File: src/hdl/gst_pkg.sv
// ----------------------------------------------------------------------------
// gst_pkg
// shared types and constants of the grandmaster stability tracker
// ----------------------------------------------------------------------------
`default_nettype none

package gst_pkg;

   localparam int TIME_W = 64;
   localparam int ID_W   = 64;
   localparam int MS_W   = 20;
   localparam int WAIT_W = 40;
   localparam int PASS_W = 4;

   localparam logic [MS_W-1:0]   NS_PER_MS     = 20'd1000000;
   localparam logic [WAIT_W-1:0] WAIT_RESET_NS = 40'd10000000000;
   localparam logic [PASS_W-1:0] LAST_PASS     = 4'd15;

   typedef enum logic [0:0] {
      CSR_INITIAL_STABLE = 1'b0,
      CSR_NORMAL_STABLE  = 1'b1
   } csr_index_type;

   typedef enum logic [0:0] {
      OP_EVALUATE = 1'b0,
      OP_REPORT   = 1'b1
   } op_type;

   typedef enum logic [2:0] {
      TRK_INIT       = 3'd0,
      TRK_INITIALIZE = 3'd1,
      TRK_LOST       = 3'd2,
      TRK_UNSTABLE   = 3'd3,
      TRK_STABLE     = 3'd4
   } gm_state_type;

   typedef enum logic [1:0] {
      CTL_IDLE   = 2'd0,
      CTL_EVAL   = 2'd1,
      CTL_RESULT = 2'd2
   } ctl_state_type;

   typedef struct packed {
      logic load;
      logic pass;
   } dp_cmd_type;

   typedef struct packed {
      logic eval_go;
      logic settled;
   } dp_status_type;

endpackage

`default_nettype wire

File: src/hdl/gst_ctrl.sv
// ----------------------------------------------------------------------------
// gst_ctrl
// sequencer: accepts an item, runs state passes (if due) until settled or the pass limit, holds result
// ----------------------------------------------------------------------------
`default_nettype none

module gst_ctrl
   import gst_pkg::*;
(
   input  wire logic          clock,
   input  wire logic          reset,
   input  wire logic          req_valid,
   input  wire logic          rsp_ready,
   input  wire dp_status_type status,
   output dp_cmd_type         cmd,
   output logic               req_ready,
   output logic               rsp_valid
);

   ctl_state_type     state_ff, state_in;
   logic [PASS_W-1:0] pass_ff, pass_in;

   always_comb begin
      state_in = state_ff;
      unique case (state_ff)
         CTL_IDLE: begin
            if (req_valid) begin
               state_in = status.eval_go ? CTL_EVAL : CTL_RESULT;
            end
         end
         CTL_EVAL: begin
            if (status.settled || (pass_ff == LAST_PASS)) begin
               state_in = CTL_RESULT;
            end
         end
         CTL_RESULT: begin
            if (rsp_ready) begin
               state_in = CTL_IDLE;
            end
         end
         default: begin
            state_in = CTL_IDLE;
         end
      endcase
   end

   always_comb begin
      pass_in = '0;
      if (state_ff == CTL_EVAL) begin
         pass_in = pass_ff + PASS_W'(1);
      end
   end

   always_comb begin
      cmd.load  = (state_ff == CTL_IDLE) && req_valid;
      cmd.pass  = (state_ff == CTL_EVAL);
      req_ready = (state_ff == CTL_IDLE);
      rsp_valid = (state_ff == CTL_RESULT);
   end

   always_ff @(posedge clock) begin
      if (reset) begin
         state_ff <= CTL_IDLE;
         pass_ff  <= '0;
      end else begin
         state_ff <= state_in;
         pass_ff  <= pass_in;
      end
   end

endmodule

`default_nettype wire

File: src/hdl/gst_dp.sv
// ----------------------------------------------------------------------------
// gst_dp
// tracker state, wait registers and the per-pass transition logic
// ----------------------------------------------------------------------------
`default_nettype none

module gst_dp
   import gst_pkg::*;
(
   input  wire logic              clock,
   input  wire logic              reset,
   input  wire logic              csr_we,
   input  wire logic              csr_index,
   input  wire logic [MS_W-1:0]   csr_wdata,
   input  wire dp_cmd_type        cmd,
   input  wire logic              req_op,
   input  wire logic [TIME_W-1:0] req_now_ns,
   input  wire logic [ID_W-1:0]   req_gm_identity,
   input  wire logic              req_begin_req,
   input  wire logic              req_as_capable,
   input  wire logic              req_gm_sync,
   input  wire logic              req_port_is_slave,
   output dp_status_type          status,
   output logic                   is_stable,
   output logic                   init_done,
   output logic                   reset_sync,
   output gm_state_type           fsm_state
);

   logic [WAIT_W-1:0] init_wait_ff, init_wait_in;
   logic [WAIT_W-1:0] norm_wait_ff, norm_wait_in;

   logic [TIME_W-1:0] now_ff, now_in;
   logic              capable_ff, capable_in;
   logic              sync_ff, sync_in;
   logic              slave_ff, slave_in;

   gm_state_type      cur_ff, cur_in;
   gm_state_type      prev_ff, prev_in;
   logic [TIME_W-1:0] deadline_ff, deadline_in;
   logic [WAIT_W-1:0] wait_ff, wait_in;
   logic [ID_W-1:0]   known_ff, known_in;
   logic              mark_ff, mark_in;
   logic              stable_ff, stable_in;
   logic              done_ff, done_in;
   logic              pulse_ff, pulse_in;

   logic              eval_go;
   logic              entered;
   logic              eff_sync;
   logic [TIME_W-1:0] deadline_new;
   logic [TIME_W-1:0] deadline_cmp;

   // wait periods kept in nanoseconds
   always_comb begin
      init_wait_in = init_wait_ff;
      norm_wait_in = norm_wait_ff;
      if (csr_we) begin
         if (csr_index == CSR_INITIAL_STABLE) begin
            init_wait_in = WAIT_W'(csr_wdata) * WAIT_W'(NS_PER_MS);
         end else begin
            norm_wait_in = WAIT_W'(csr_wdata) * WAIT_W'(NS_PER_MS);
         end
      end
   end

   assign eval_go      = (req_op == OP_EVALUATE) || (req_gm_identity != known_ff);
   assign entered      = (prev_ff != cur_ff);
   assign deadline_new = now_ff + TIME_W'(wait_ff);
   assign deadline_cmp = entered ? deadline_new : deadline_ff;

   always_comb begin
      now_in      = now_ff;
      capable_in  = capable_ff;
      sync_in     = sync_ff;
      slave_in    = slave_ff;
      cur_in      = cur_ff;
      prev_in     = prev_ff;
      deadline_in = deadline_ff;
      wait_in     = wait_ff;
      known_in    = known_ff;
      mark_in     = mark_ff;
      stable_in   = stable_ff;
      done_in     = done_ff;
      pulse_in    = pulse_ff;
      eff_sync    = sync_ff && !pulse_ff;

      priority if (cmd.load) begin
         now_in     = req_now_ns;
         capable_in = req_as_capable;
         sync_in    = req_gm_sync;
         slave_in   = req_port_is_slave;
         pulse_in   = 1'b0;
         if (eval_go) begin
            if (req_op == OP_REPORT) begin
               known_in = req_gm_identity;
               mark_in  = 1'b1;
            end
            if (req_begin_req || !req_as_capable) begin
               cur_in = TRK_INITIALIZE;
            end
         end
      end else if (cmd.pass) begin
         prev_in = cur_ff;
         unique case (cur_ff)
            TRK_INIT: begin
               cur_in = TRK_INITIALIZE;
            end
            TRK_INITIALIZE: begin
               if (entered) begin
                  deadline_in = '0;
                  wait_in     = init_wait_ff;
                  done_in     = 1'b0;
                  stable_in   = 1'b0;
                  if (!slave_ff) begin
                     pulse_in = 1'b1;
                     eff_sync = 1'b0;
                  end
               end
               if (capable_ff && eff_sync) begin
                  cur_in = TRK_UNSTABLE;
               end
            end
            TRK_LOST: begin
               if (entered) begin
                  deadline_in = '0;
                  mark_in     = 1'b0;
               end
               if (eff_sync) begin
                  cur_in = TRK_UNSTABLE;
               end
            end
            TRK_UNSTABLE: begin
               if (entered) begin
                  deadline_in = deadline_new;
                  stable_in   = 1'b0;
               end
               if (now_ff > deadline_cmp) begin
                  cur_in = TRK_STABLE;
               end else if (mark_ff) begin
                  cur_in = TRK_LOST;
               end
            end
            default: begin
               if (entered) begin
                  deadline_in = '0;
                  wait_in     = norm_wait_ff;
                  stable_in   = 1'b1;
                  done_in     = 1'b1;
               end
               if (mark_ff) begin
                  cur_in = TRK_LOST;
               end
            end
         endcase
      end else begin
         eff_sync = sync_ff && !pulse_ff;
      end
   end

   always_comb begin
      status.eval_go = eval_go;
      status.settled = (cur_in == cur_ff);
   end

   assign is_stable  = stable_ff;
   assign init_done  = done_ff;
   assign reset_sync = pulse_ff;
   assign fsm_state  = cur_ff;

   always_ff @(posedge clock) begin
      now_ff     <= now_in;
      capable_ff <= capable_in;
      sync_ff    <= sync_in;
      slave_ff   <= slave_in;
   end

   always_ff @(posedge clock) begin
      if (reset) begin
         init_wait_ff <= WAIT_RESET_NS;
         norm_wait_ff <= WAIT_RESET_NS;
         cur_ff       <= TRK_INIT;
         prev_ff      <= TRK_INIT;
         deadline_ff  <= '0;
         wait_ff      <= '0;
         known_ff     <= '0;
         mark_ff      <= 1'b0;
         stable_ff    <= 1'b0;
         done_ff      <= 1'b0;
         pulse_ff     <= 1'b0;
      end else begin
         init_wait_ff <= init_wait_in;
         norm_wait_ff <= norm_wait_in;
         cur_ff       <= cur_in;
         prev_ff      <= prev_in;
         deadline_ff  <= deadline_in;
         wait_ff      <= wait_in;
         known_ff     <= known_in;
         mark_ff      <= mark_in;
         stable_ff    <= stable_in;
         done_ff      <= done_in;
         pulse_ff     <= pulse_in;
      end
   end

endmodule

`default_nettype wire

File: src/hdl/grandmaster_stability_tracker_unit.sv
// ----------------------------------------------------------------------------
// grandmaster_stability_tracker_unit
// Tracks grandmaster stability of one time-sync domain. Each req item is an
// evaluate tick (tuser 0) or a grandmaster identity report (tuser 1) with
// the current time in ns and the status flags; each item yields exactly one
// rsp item with the stable and init-done flags, the sync reset pulse and the
// tracker state. The two stability waits are set in ms over the csr port
// (index 0 initial, index 1 normal) and take effect at the next entry into
// the initialize or stable state.
// The item is taken, then state passes run until the state settles or the
// pass counter reaches LAST_PASS, and the result is held in its register;
// a report that repeats the stored identity skips the passes.
// One item is in work at a time; req_tready is low from acceptance until
// the result is taken, so a stalled receiver holds the block and the result.
// Reset (synchronous) returns the tracker to its init state, clears all
// flags and the stored identity, and sets both waits to 10000 ms.
// ----------------------------------------------------------------------------
`default_nettype none

module grandmaster_stability_tracker_unit
   import gst_pkg::*;
(
   input  wire logic            clock,
   input  wire logic            reset,
   input  wire logic            csr_we,
   input  wire logic            csr_index,
   input  wire logic [MS_W-1:0] csr_wdata,
   input  wire logic            req_tvalid,
   output logic                 req_tready,
   // now_ns[63:0], gm_identity[127:64], begin_req[128], as_capable[129],
   // gm_sync[130], port_is_slave[131], zero fill[135:132]
   input  wire logic [135:0]    req_tdata,
   // op[0]
   input  wire logic [0:0]      req_tuser,
   output logic                 rsp_tvalid,
   input  wire logic            rsp_tready,
   // stable flag[0], init_done[1], reset_sync[2], fsm_state[5:3], zero fill[7:6]
   output logic [7:0]           rsp_tdata
);

   dp_cmd_type    cmd;
   dp_status_type status;
   logic          is_stable;
   logic          init_done;
   logic          reset_sync;
   gm_state_type  fsm_state;

   gst_ctrl u_ctrl (
      .clock     (clock),
      .reset     (reset),
      .req_valid (req_tvalid),
      .rsp_ready (rsp_tready),
      .status    (status),
      .cmd       (cmd),
      .req_ready (req_tready),
      .rsp_valid (rsp_tvalid)
   );

   gst_dp u_dp (
      .clock             (clock),
      .reset             (reset),
      .csr_we            (csr_we),
      .csr_index         (csr_index),
      .csr_wdata         (csr_wdata),
      .cmd               (cmd),
      .req_op            (req_tuser[0]),
      .req_now_ns        (req_tdata[63:0]),
      .req_gm_identity   (req_tdata[127:64]),
      .req_begin_req     (req_tdata[128]),
      .req_as_capable    (req_tdata[129]),
      .req_gm_sync       (req_tdata[130]),
      .req_port_is_slave (req_tdata[131]),
      .status            (status),
      .is_stable         (is_stable),
      .init_done         (init_done),
      .reset_sync        (reset_sync),
      .fsm_state         (fsm_state)
   );

   assign rsp_tdata = {2'b00, 3'(fsm_state), reset_sync, init_done, is_stable};

endmodule

`default_nettype wire
File: config.mk
export PLATFORM = sky130hd
export DESIGN_NAME = grandmaster_stability_tracker_unit
export DESIGN_NICKNAME = d
export VERILOG_FILES = /design/src/hdl/gst_pkg.sv /design/src/hdl/gst_ctrl.sv /design/src/hdl/gst_dp.sv /design/src/hdl/grandmaster_stability_tracker_unit.sv
export SDC_FILE = /design/constraint.sdc
export NUM_CORES = 1
export LEC_CHECK = 0
export BUFFER_PORTS_ARGS = -buffer_cell sky130_fd_sc_hd__buf_2
export CAP_MARGIN = 25
export CELL_PAD_IN_SITES_DETAIL_PLACEMENT = 1
export CELL_PAD_IN_SITES_GLOBAL_PLACEMENT = 1
export CORE_ASPECT_RATIO = 0.5
export CORE_MARGIN = 8
export CORE_UTILIZATION = 35
export DETAILED_ROUTE_END_ITERATION = 8
export PLACE_DENSITY = 0.67
export SKIP_LAST_GASP = 1
export SLEW_MARGIN = 20
export SYNTH_ARGS = -nofsm -noshare
export SYNTH_HDL_FRONTEND = slang
export SYNTH_SLANG_ARGS = --single-unit
File: constraint.sdc
create_clock -name clock -period 6.05 [get_ports clock]
set_clock_uncertainty 0.1 [all_clocks]
set_input_delay 1.21 -clock clock [delete_from_list [all_inputs] [get_ports clock]]
set_output_delay 1.21 -clock clock [all_outputs]
set_load 0.05 [all_outputs]
==> results of run 1 <==
flip-flops by register name, indices dropped and copies added, names as in the netlist, 2 cells and up:
register,cells
u_dp.deadline_ff,64
u_dp.wait_ff,34
u_ctrl.pass_ff,4
u_ctrl.state_ff,2
u_dp.norm_wait_ff,34
u_dp.init_wait_ff,34
u_dp.now_ff,64
u_dp.fsm_state,3
u_dp.prev_ff,3
u_dp.known_ff,64
kinds of logic (layout without fill, tap and decap cells):
logic type,after synthesis,count (layout),share of synthesized area [%]
flip-flops,313,313,34.13
other,1,4,0.01845
AO/OA/AOI/OAI,468,468,15.26
buffers and inverters,194,401,3.731
XOR/XNOR,145,145,6.249
AND/OR/NAND/NOR,651,651,14.21
adder cells (fa/ha/maj),292,292,20.78
multiplexers,114,114,5.615
power by group:
group          total [mW]  leakage [nW]  internal (mW)  switching, mW
clock                1.95         0.488           1.08          0.874
sequential           2.66          2.64           2.43          0.222
combinational        6.51          6.92           2.85           3.66
Yosys cell counts (13+ instances only):
cell | instances | area (um^2)
xnor2_1 | 117 | 1025
a311oi_1 | 38 | 332.8
edfxtp_1 | 67 | 2012
fa_1 | 76 | 1521
nor2b_1 | 14 | 87.58
nor3_1 | 29 | 145.1
o21ai_0 | 85 | 425.4
nor2_1 | 228 | 855.8
a211oi_1 | 19 | 142.6
xor2_1 | 28 | 245.2
nand2_1 | 240 | 900.9
nand4_1 | 44 | 275.3
a21oi_1 | 146 | 730.7
mux2i_1 | 114 | 1141
inv_1 | 93 | 349.1
and3_1 | 14 | 87.58
a22o_1 | 20 | 175.2
a211o_1 | 19 | 166.4
nand3_1 | 21 | 105.1
a21o_1 | 29 | 217.7
a31oi_1 | 13 | 81.33
nand3b_1 | 15 | 112.6
o21a_1 | 17 | 127.6
ha_1 | 216 | 2703
dfxtp_1 | 246 | 4925
clkbuf_1 | 81 | 304.0
through the flow:
stage	TNS, ns	hold WS (ns)	setup slack (ns)	utilization (%)
2_1_floorplan	0	0.3199	0.003832	-
3_3_place_gp	-9.200	0.3309	-0.4747	39.05
3_5_place_dp	-10.76	0.3447	-0.5141	39.05
4_1_cts	0	0.3488	0.07469	40.79
5_1_grt	-0.06226	0.3706	-0.02354	40.94
6_report	0	0.3559	0.2289	40.94
final cells by class:
class / count / area [um^2]
antenna: 2 / 5.005
timing repair buffer: 251 / 1513
fill: 6632 / 33900
tap: 768 / 960.9
clock inverter: 16 / 143.9
sequential: 313 / 6937
clock buffer: 41 / 854.6
inverter: 93 / 349.1
multi-input combinational: 1672 / 12740
worst max-delay path, cell delays in order:
cell     delay, ns
buf_2         0.13
buf_4         0.14
buf_4         0.16
ha_1          0.32
fa_1          0.47
fa_1          0.58
fa_1          0.43
ha_1          0.29
inv_1         0.05
fa_1          0.50
inv_1         0.04
ha_1          0.29
buf_4         0.12
inv_1         0.05
nor2_1        0.14
o21ai_0       0.13
nor3_1        0.35
nor2_1        0.13
o21ai_0       0.21
xor2_1        0.16
buf_4         0.14
nand2_1       0.05
a21oi_1       0.15
path summary, 6_finish.rpt:
kind | cells past startpoint | end | startpoint | slack, ns
setup / recovery | 23 | u_dp.init_wait_ff[35]$_SDFFE_PP0P_ | csr_wdata[4] | 0.23
hold / removal | 2 | u_dp.init_wait_ff[8]$_SDFFE_PP0P_ | u_dp.init_wait_ff[8]$_SDFFE_PP0P_ | 0.36
setup reg to reg | 22 | u_ctrl.state_ff[1]$_SDFFE_PP0P_ | u_dp.now_ff[20]$_DFFE_PP_ | 0.43
hold reg to reg | 2 | u_dp.init_wait_ff[8]$_SDFFE_PP0P_ | u_dp.init_wait_ff[8]$_SDFFE_PP0P_ | 0.36
layer usage:
metal	wire length (um)	GRT usage [%]	vias up
met4	995	2.988	4
met1	27110	22.17	8042
met5	24	0	-
li1	-	-	8118
met3	1866	2.739	75
met2	27090	28.76	181
repair_timing:
action / in CTS / in global routing
endpoints found under the hold margin: 0 / 0
setup buffers: 0 / 0
hold buffers: 0 / 0
gates resized for setup: 0 / 18
endpoints found under the setup margin: 0 / 18
==> impl_metrics.ini, run 1 <==
[grt]
grtUsageTotal_pct = 16.70
antenna_found_initial = 4
gr-total-overflow = 0
grt_pass1_wl_um = 92170
grt_max_degree = 94
grt_pass1_vias = 17220

[cts]
h-tree-depth = 1
clock-sinks = 313
insertion_delay_ns = 0.60
cts_buffers = 31
cts_tree = yes
path_clk_slew_ns = 0.07
cts_buffer_depth = 3
cts_root_buffer = clkbuf_16

[floorplan]
die_area_um2 = 66500
die_h_um = 186.4
row_count = 62
io-pin-count = 173
initial_utilization_pct = 35.40
coreArea_um2 = 57410
die_x_um = 356.8

[min_path]
worstHoldPathType = reg2reg

[synthesis]
syn_area_um2 = 20320
synth_cells = 2178
ys_ff_latch = 313
async_flop_share_pct = 0
avgSynthCellArea_um2 = 9.331
synth_cell_types = 69
synth_edf_count = 67
yosysWarnings = 0
seq_area_frac_synth_pct = 34.13
ys.flop_type = dfxtp_1

[setup_path]
critPathRequiredTime_ns = 6.44
crit_type = in2reg
worstSetupEndpointType = flop
cp-start-kind = input port
cp.arrival_ns = 6.21
cp_max_fo = 4

[layout]
area_delta_synth_final_pct = 15.64
drive_above_1_share_pct = 14.08
fin_cells = 3156
final_common_cell = dfxtp_1
mostFrequentLayoutCells = dfxtp_1 (246), nand2_1 (239), nor2_1 (226)
fin_nets = 2817
design_area_um2 = 23500

[routing]
ant_nets = 0
wl_per_cell_um = 18.09
vias_per_cell = 5.203
drt_wl_total_um = 57090
drt_iter0_drc = 786
drc = 0
vias = 16420
drt-pass1-iter-count = 5

[pwr]
p_leak_nw = 10.04
power_mw = 11.12
vdd_drop_max_mv = 0.4420
cellPowerDensity_nw_per_um2 = 473.3

[placed_design]
hpwl_um = 43080
place.gp.congestion = 0.8224
placed_area_um2 = 22420
dp_cells = 3096
port_buffers = 166

[sta]
layout_min_cycle_time_ns = 5.821
rsz0062_at_grt = true
tightest_slew_ns = 0.9863
max-slew-margin-rel_pct = 34.24
post-route-period-util_pct = 96.22
setup_viol = 0
hold_viol = 0
drv_slew = 0
fmax_ghz = 0.1718

[run]
drv_cap = 0

[outcome]
status = finished, final reports clean
Power figures use the tool's default switching activity.
==> run 2: changes to the inputs <==
--- a/config.mk
+++ b/config.mk
@@ -5,6 +5,7 @@
 export SDC_FILE = /design/constraint.sdc
 export NUM_CORES = 1
 export LEC_CHECK = 0
+export ABC_AREA = 1
 export BUFFER_PORTS_ARGS = -buffer_cell sky130_fd_sc_hd__buf_2
 export CAP_MARGIN = 25
 export CELL_PAD_IN_SITES_DETAIL_PLACEMENT = 1
@@ -13,7 +14,7 @@
 export CORE_MARGIN = 8
 export CORE_UTILIZATION = 35
 export DETAILED_ROUTE_END_ITERATION = 8
-export PLACE_DENSITY = 0.67
+export PLACE_DENSITY = 0.69
 export SKIP_LAST_GASP = 1
 export SLEW_MARGIN = 20
 export SYNTH_ARGS = -nofsm -noshare
==> impl_metrics.ini, run 2 <==
[pwr]
p_leak_nw = 10.84
power_mw = 13.29
vdd_drop_max_mv = 0.3601
cellPowerDensity_nw_per_um2 = 544.9

[synthesis]
synth_cells = 2692
synth_common_cells = nand2_1 (474), inv_1 (302), nor2_1 (284), dfxtp_1 (246), o21ai_0 (217)
ys.flop_type = dfxtp_1
seq_area_frac_synth_pct = 32.74
synth_edf_count = 67
async_flop_share_pct = 0
synth_cell_types = 58
synth_most_common_cell = nand2_1
synth_top_area_share_pct = 23.25
avgSynthCellArea_um2 = 7.869
yosys.area.top_type = dfxtp_1
yosysWarnings = 0
synth_area_leaders = dfxtp_1 (23%), ha_1 (13%), edfxtp_1 (9.5%)
ys_ff_latch = 313
syn_area_um2 = 21180

[sta]
layout_min_cycle_time_ns = 5.670
fin_ws_ns = 0.3800
drv_slew = 0
rsz0062_at_grt = false
fmax_ghz = 0.1764
max-slew-margin-rel_pct = 36.91
post-route-period-util_pct = 93.72
tightest_slew_ns = 0.9453
setup_viol = 0
hold_viol = 0

[setup_path]
r2r-start = u_dp.wait_ff[6]$_SDFFE_PP0P_
crit_type = in2reg
cp_slowest_cell = fa_1
worstSetupEndpointType = flop
cp-endpoint = u_dp.init_wait_ff[30]$_SDFFE_PP1P_
cp_cell_sequence = buf_2 > fa_1 > inv_1 > fa_1 > fa_1 > inv_1 > fa_1 > ha_1 > inv_1 > fa_1 > inv_1 > ha_1 > a21oi_1 > o21ai_0 > a21oi_2 > inv_1 > a21oi_1 > o21bai_1 > xor2_1 > buf_4 > nand2_1 > o211ai_1
critPathRequiredTime_ns = 6.42
r2r_cells = 34
slowest_delay_ns = 0.55
cp.arrival_ns = 6.04
critical_path_buf_inv_count = 7
cp-start-kind = input port
rr_endpoint = u_ctrl.state_ff[1]$_SDFFE_PP0P_
ff2ff_setup_slack_ns = 0.50
cp_top_family = adder cells
cp_max_fo = 3
cp-startpoint = csr_wdata[0]
critical_path_depth = 22

[routing]
drt-pass1-iter-count = 6
wl_per_cell_um = 16.42
vias = 18200
drt_iter0_drc = 640
ant_nets = 0
drt_wl_total_um = 60920
vias_per_cell = 4.904
drc = 0

[placed_design]
hpwl_um = 46600
port_buffers = 166
place.gp.congestion = 0.8460
dpl_worst_slack_ns = -0.2775
dp_cells = 3647

[cts]
cts_root_buffer = clkbuf_16
clock-sinks = 313
cts_buffers = 31
insertion_delay_ns = 0.62
cts_tree = yes
path_clk_slew_ns = 0.07
postCtsResizedCells = 0
h-tree-depth = 1
cts_setup_buffers = 0
cts_hold_buf = 0
cts_buffer_depth = 3

[grt]
grt_max_degree = 70
grt_pass1_vias = 19290
grtUsageMet2_pct = 30.85
gr-usage-met1_pct = 22.11
top_usage_layer = met2
grtUsageTotal_pct = 17.26
gr-total-overflow = 0
grt_pass1_wl_um = 98930
antenna_found_initial = 11
met3_usage_pct = 2.424

[layout]
area_delta_synth_final_pct = 15.08
drive_above_1_share_pct = 13.17
fin_nets = 3324
fin_cells = 3711
mostFrequentLayoutCells = nand2_1 (474), inv_1 (300), nor2_1 (281)
final_common_cell = nand2_1
top_regs = u_dp.deadline_ff x64, u_dp.known_ff x64, u_dp.now_ff x64

[floorplan]
row_count = 63
die_x_um = 363.9
die_h_um = 190.0
initial_utilization_pct = 35.60
coreArea_um2 = 59510
io-pin-count = 173
die_area_um2 = 69130

[min_path]
worstHoldPathType = reg2reg

[run]
drv_cap = 0

[outcome]
status = finished, final reports clean
-- run 2: cell type report --
cell class | count | area, um^2
antenna | 5 | 12.51
clock buffer | 34 | 787.0
clock inverter | 24 | 316.6
fill | 7312 | 35130
inverter | 312 | 1172
multi-input combinational | 1970 | 12700
sequential | 313 | 6937
tap | 812 | 1016
timing repair buffer | 241 | 1434
-- run 2: report_power, final --
part | switching [mW] | internal, mW | leakage, nW
combinational | 4.95 | 3.36 | 7.66
sequential | 0.300 | 2.53 | 2.64
clock | 0.926 | 1.21 | 0.529
total | 6.18 | 7.11 | 10.8
-- run 2: how the worst min path moves through the flow --
stage,from,to,cells after the start
after floorplan,u_ctrl.pass_ff[0]$_SDFF_PP0_,u_ctrl.pass_ff[0]$_SDFF_PP0_,1
after global placement,u_ctrl.pass_ff[0]$_SDFF_PP0_,u_ctrl.pass_ff[0]$_SDFF_PP0_,1
after detailed placement,u_dp.init_wait_ff[11]$_SDFFE_PP0P_,u_dp.init_wait_ff[11]$_SDFFE_PP0P_,2
after CTS,u_dp.init_wait_ff[11]$_SDFFE_PP0P_,u_dp.init_wait_ff[11]$_SDFFE_PP0P_,2
after global routing,u_dp.init_wait_ff[7]$_SDFFE_PP0P_,u_dp.init_wait_ff[7]$_SDFFE_PP0P_,2
final,u_dp.init_wait_ff[11]$_SDFFE_PP0P_,u_dp.init_wait_ff[11]$_SDFFE_PP0P_,2
-- run 2: layer usage --
layer  wire length [um]  vias to the layer above
li1                   -                     9265
met1              28670                     8714
met2              29450                      137
met3               1553                       76
met4               1202                        8
met5                 46                        -
-- run 2: stage by stage --
| step | hold WS (ns) | util (%) | TNS [ns] | instance area, um^2 |
|---|---|---|---|---|
| finish | 0.3457 | 40.97 | 0 | 24380 |
| global route | 0.3765 | 40.96 | 0 | 24380 |
| CTS | 0.3475 | 40.89 | 0 | 24330 |
| detailed placement | 0.3368 | 39.03 | -5.335 | 23230 |
| global placement | 0.3313 | 39.00 | -3.284 | 23210 |
| floorplan | 0.3175 | - | 0 | 21190 |
-- run 2: logic make-up after synthesis --
group	after synthesis	share of synthesized area (%)
simple gates	979	19.57
compound gates	573	15.07
buf+inv	410	7.513
flops	313	32.74
fa+ha+maj	292	19.94
xor+xnor	122	5.044
mux	2	0.09450
other cells	1	0.01770
-- run 2: tightest hold or removal path, cell delays in order, from the launching register on --
cell	delay, ns
dfxtp_1	0.31
inv_1	0.05
a21oi_1	0.05
==> run 3: changes to the inputs <==
--- a/config.mk
+++ b/config.mk
@@ -14,7 +14,7 @@
 export CORE_MARGIN = 8
 export CORE_UTILIZATION = 35
 export DETAILED_ROUTE_END_ITERATION = 8
-export PLACE_DENSITY = 0.69
+export PLACE_DENSITY_LB_ADDON = 0.1
 export SKIP_LAST_GASP = 1
 export SLEW_MARGIN = 20
 export SYNTH_ARGS = -nofsm -noshare
==> impl_metrics.ini, run 3 (synthesis gave the netlist of run 2 again) <==
[outcome]
status = finished, final reports clean

[pwr]
p_comb_share_pct = 62.4
cellPowerDensity_nw_per_um2 = 549.5
p_leak_nw = 10.88
sw_frac_of_total_pct = 45.93
p_clk_share_pct = 16.4
seq_power_share_pct = 21.1
vdd_drop_max_mv = 0.3760
power.internal_mw = 7.269
power_switching_mw = 6.175

[layout]
ff_latch_area_um2 = 6937
multiInputGateArea_um2 = 12710
area_delta_synth_final_pct = 15.50
fin_cells = 3718
fin_nets = 3332
final_common_cell = nand2_1
fillCellCount = 7289
top_regs = u_dp.deadline_ff x64, u_dp.known_ff x64, u_dp.now_ff x64
drive_above_1_share_pct = 13.40
mostFrequentLayoutCells = nand2_1 (474), inv_1 (299), nor2_1 (281)

[routing]
vias_per_cell = 4.874
vias = 18120
drt_iter0_drc = 613
drt_wl_total_um = 61070
ant_nets = 0
wl_per_cell_um = 16.43
drc = 0
drt-pass1-iter-count = 4

[setup_path]
critPathRequiredTime_ns = 6.37
worstSetupEndpointType = flop
r2r_cells = 37
cp-startpoint = csr_wdata[5]
crit_type = in2reg
cp-endpoint = u_dp.norm_wait_ff[37]$_SDFFE_PP0P_
cp-start-kind = input port
rr_endpoint = u_ctrl.state_ff[1]$_SDFFE_PP0P_
cp_max_fo = 4
r2r-start = u_dp.wait_ff[6]$_SDFFE_PP0P_
ff2ff_setup_slack_ns = 0.65
cp.arrival_ns = 6.03

[cts]
cts_buffers = 34
h-tree-depth = 2
cts_buffer_depth = 3
cts_root_buffer = clkbuf_16
insertion_delay_ns = 0.54
cts_tree = yes
path_clk_slew_ns = 0.06
clock-sinks = 313

[floorplan]
coreArea_um2 = 59510
die_x_um = 363.9
row_count = 63
die_area_um2 = 69130
die_h_um = 190.0
io-pin-count = 173
initial_utilization_pct = 35.60

[min_path]
worstHoldPathType = reg2reg

[sta]
fin_ws_ns = 0.3431
layout_min_cycle_time_ns = 5.707
whs_ns = 0.3448
hold_viol = 0
rsz0062_at_grt = false
tightest_slew_ns = 0.9828
drv_slew = 0
post-route-period-util_pct = 94.33
fmax_ghz = 0.1752
max-slew-margin-rel_pct = 34.48
setup_viol = 0

[grt]
gr-total-overflow = 0
grt_pass1_wl_um = 98970
grt_max_degree = 72
antenna_found_initial = 7
grt_pass1_vias = 18860
grtUsageTotal_pct = 17.40

[placed_design]
place.gp.congestion = 0.8291
hpwl_um = 46310
port_buffers = 166
dpl_worst_slack_ns = -0.2676
dp_cells = 3652

[run]
drv_cap = 0
[run 3: changes by cell type in the layout (fill, tap and decap cells not counted), sizes merged]
cell	previous run	this run
clkinv	12	13
buf	241	246
bufinv	6	4
clkinvlp	4	0
clkbuf	34	45
inv	314	311
diode	5	4
[run 3: power groups by stage]
stage / combinational (mW) / sequential, mW / clock (mW)
2_1_floorplan: 5.35 / 2.78 / 0
3_3_place_gp: 8.33 / 2.88 / 0
3_5_place_dp: 8.46 / 2.89 / 0
4_1_cts: 8.52 / 2.85 / 2.28
5_1_grt: 9.59 / 2.89 / 2.38
6_report: 8.40 / 2.84 / 2.21
[run 3: cell type report]
type | count | area share, %
Inverter | 312 | 4.791
Tap cell | 812 | 4.152
Sequential cell | 313 | 28.35
Clock buffer | 45 | 3.943
Multi-Input combinational cell | 1970 | 51.95
Antenna cell | 4 | 0.04091
Timing Repair Buffer | 246 | 5.993
Clock inverter | 16 | 0.7773
[run 3: routing by layer]
metal	wire length (um)	GRT usage, %
met5	36	0
met3	2006	3.323
met1	30600	23.73
met2	27610	29.08
met4	811	2.766
[run 3: per-stage QoR]
stage,area (um^2),power (mW),utilization [%],setup TNS (ns)
floorplan,21190,8.129,-,0
global placement,23250,11.21,39.06,-3.407
detailed placement,23270,11.35,39.10,-4.272
CTS,24420,13.65,41.04,0
global route,24470,14.86,41.11,0
finish,24470,13.44,41.11,0
[run 3: timing repair]
action	in CTS	in global routing
endpoints found under the setup margin	0	5
hold buffers	0	0
setup buffers	0	0
endpoints found under the hold margin	0	0
resized for setup	0	6
[run 3: worst min-delay path by stage]
stage / from / endpoint / cells after the start / slack, ns
2_1_floorplan: u_ctrl.pass_ff[0]$_SDFF_PP0_ / u_ctrl.pass_ff[0]$_SDFF_PP0_ / 1 / 0.32
3_3_place_gp: u_ctrl.pass_ff[0]$_SDFF_PP0_ / u_ctrl.pass_ff[0]$_SDFF_PP0_ / 1 / 0.33
3_5_place_dp: u_dp.init_wait_ff[6]$_SDFFE_PP0P_ / u_dp.init_wait_ff[6]$_SDFFE_PP0P_ / 2 / 0.34
4_1_cts: u_dp.init_wait_ff[6]$_SDFFE_PP0P_ / u_dp.init_wait_ff[6]$_SDFFE_PP0P_ / 2 / 0.35
5_1_grt: u_dp.init_wait_ff[11]$_SDFFE_PP0P_ / u_dp.init_wait_ff[11]$_SDFFE_PP0P_ / 2 / 0.37
6_report: u_dp.init_wait_ff[6]$_SDFFE_PP0P_ / u_dp.init_wait_ff[6]$_SDFFE_PP0P_ / 2 / 0.34
[run 3: worst max-delay path: stages]
cell       delay [ns]
buf_2            0.15
fa_1             0.52
fa_1             0.52
fa_1             0.58
fa_1             0.43
ha_1             0.29
inv_1            0.05
fa_1             0.49
inv_1            0.04
ha_1             0.30
a21oi_1          0.15
inv_1            0.07
a31oi_1          0.20
o31ai_1          0.10
a2111oi_1        0.40
buf_4            0.19
nand2_1          0.05
nand2_1          0.07
nand3_1          0.07
o211ai_1         0.10
inv_1            0.05
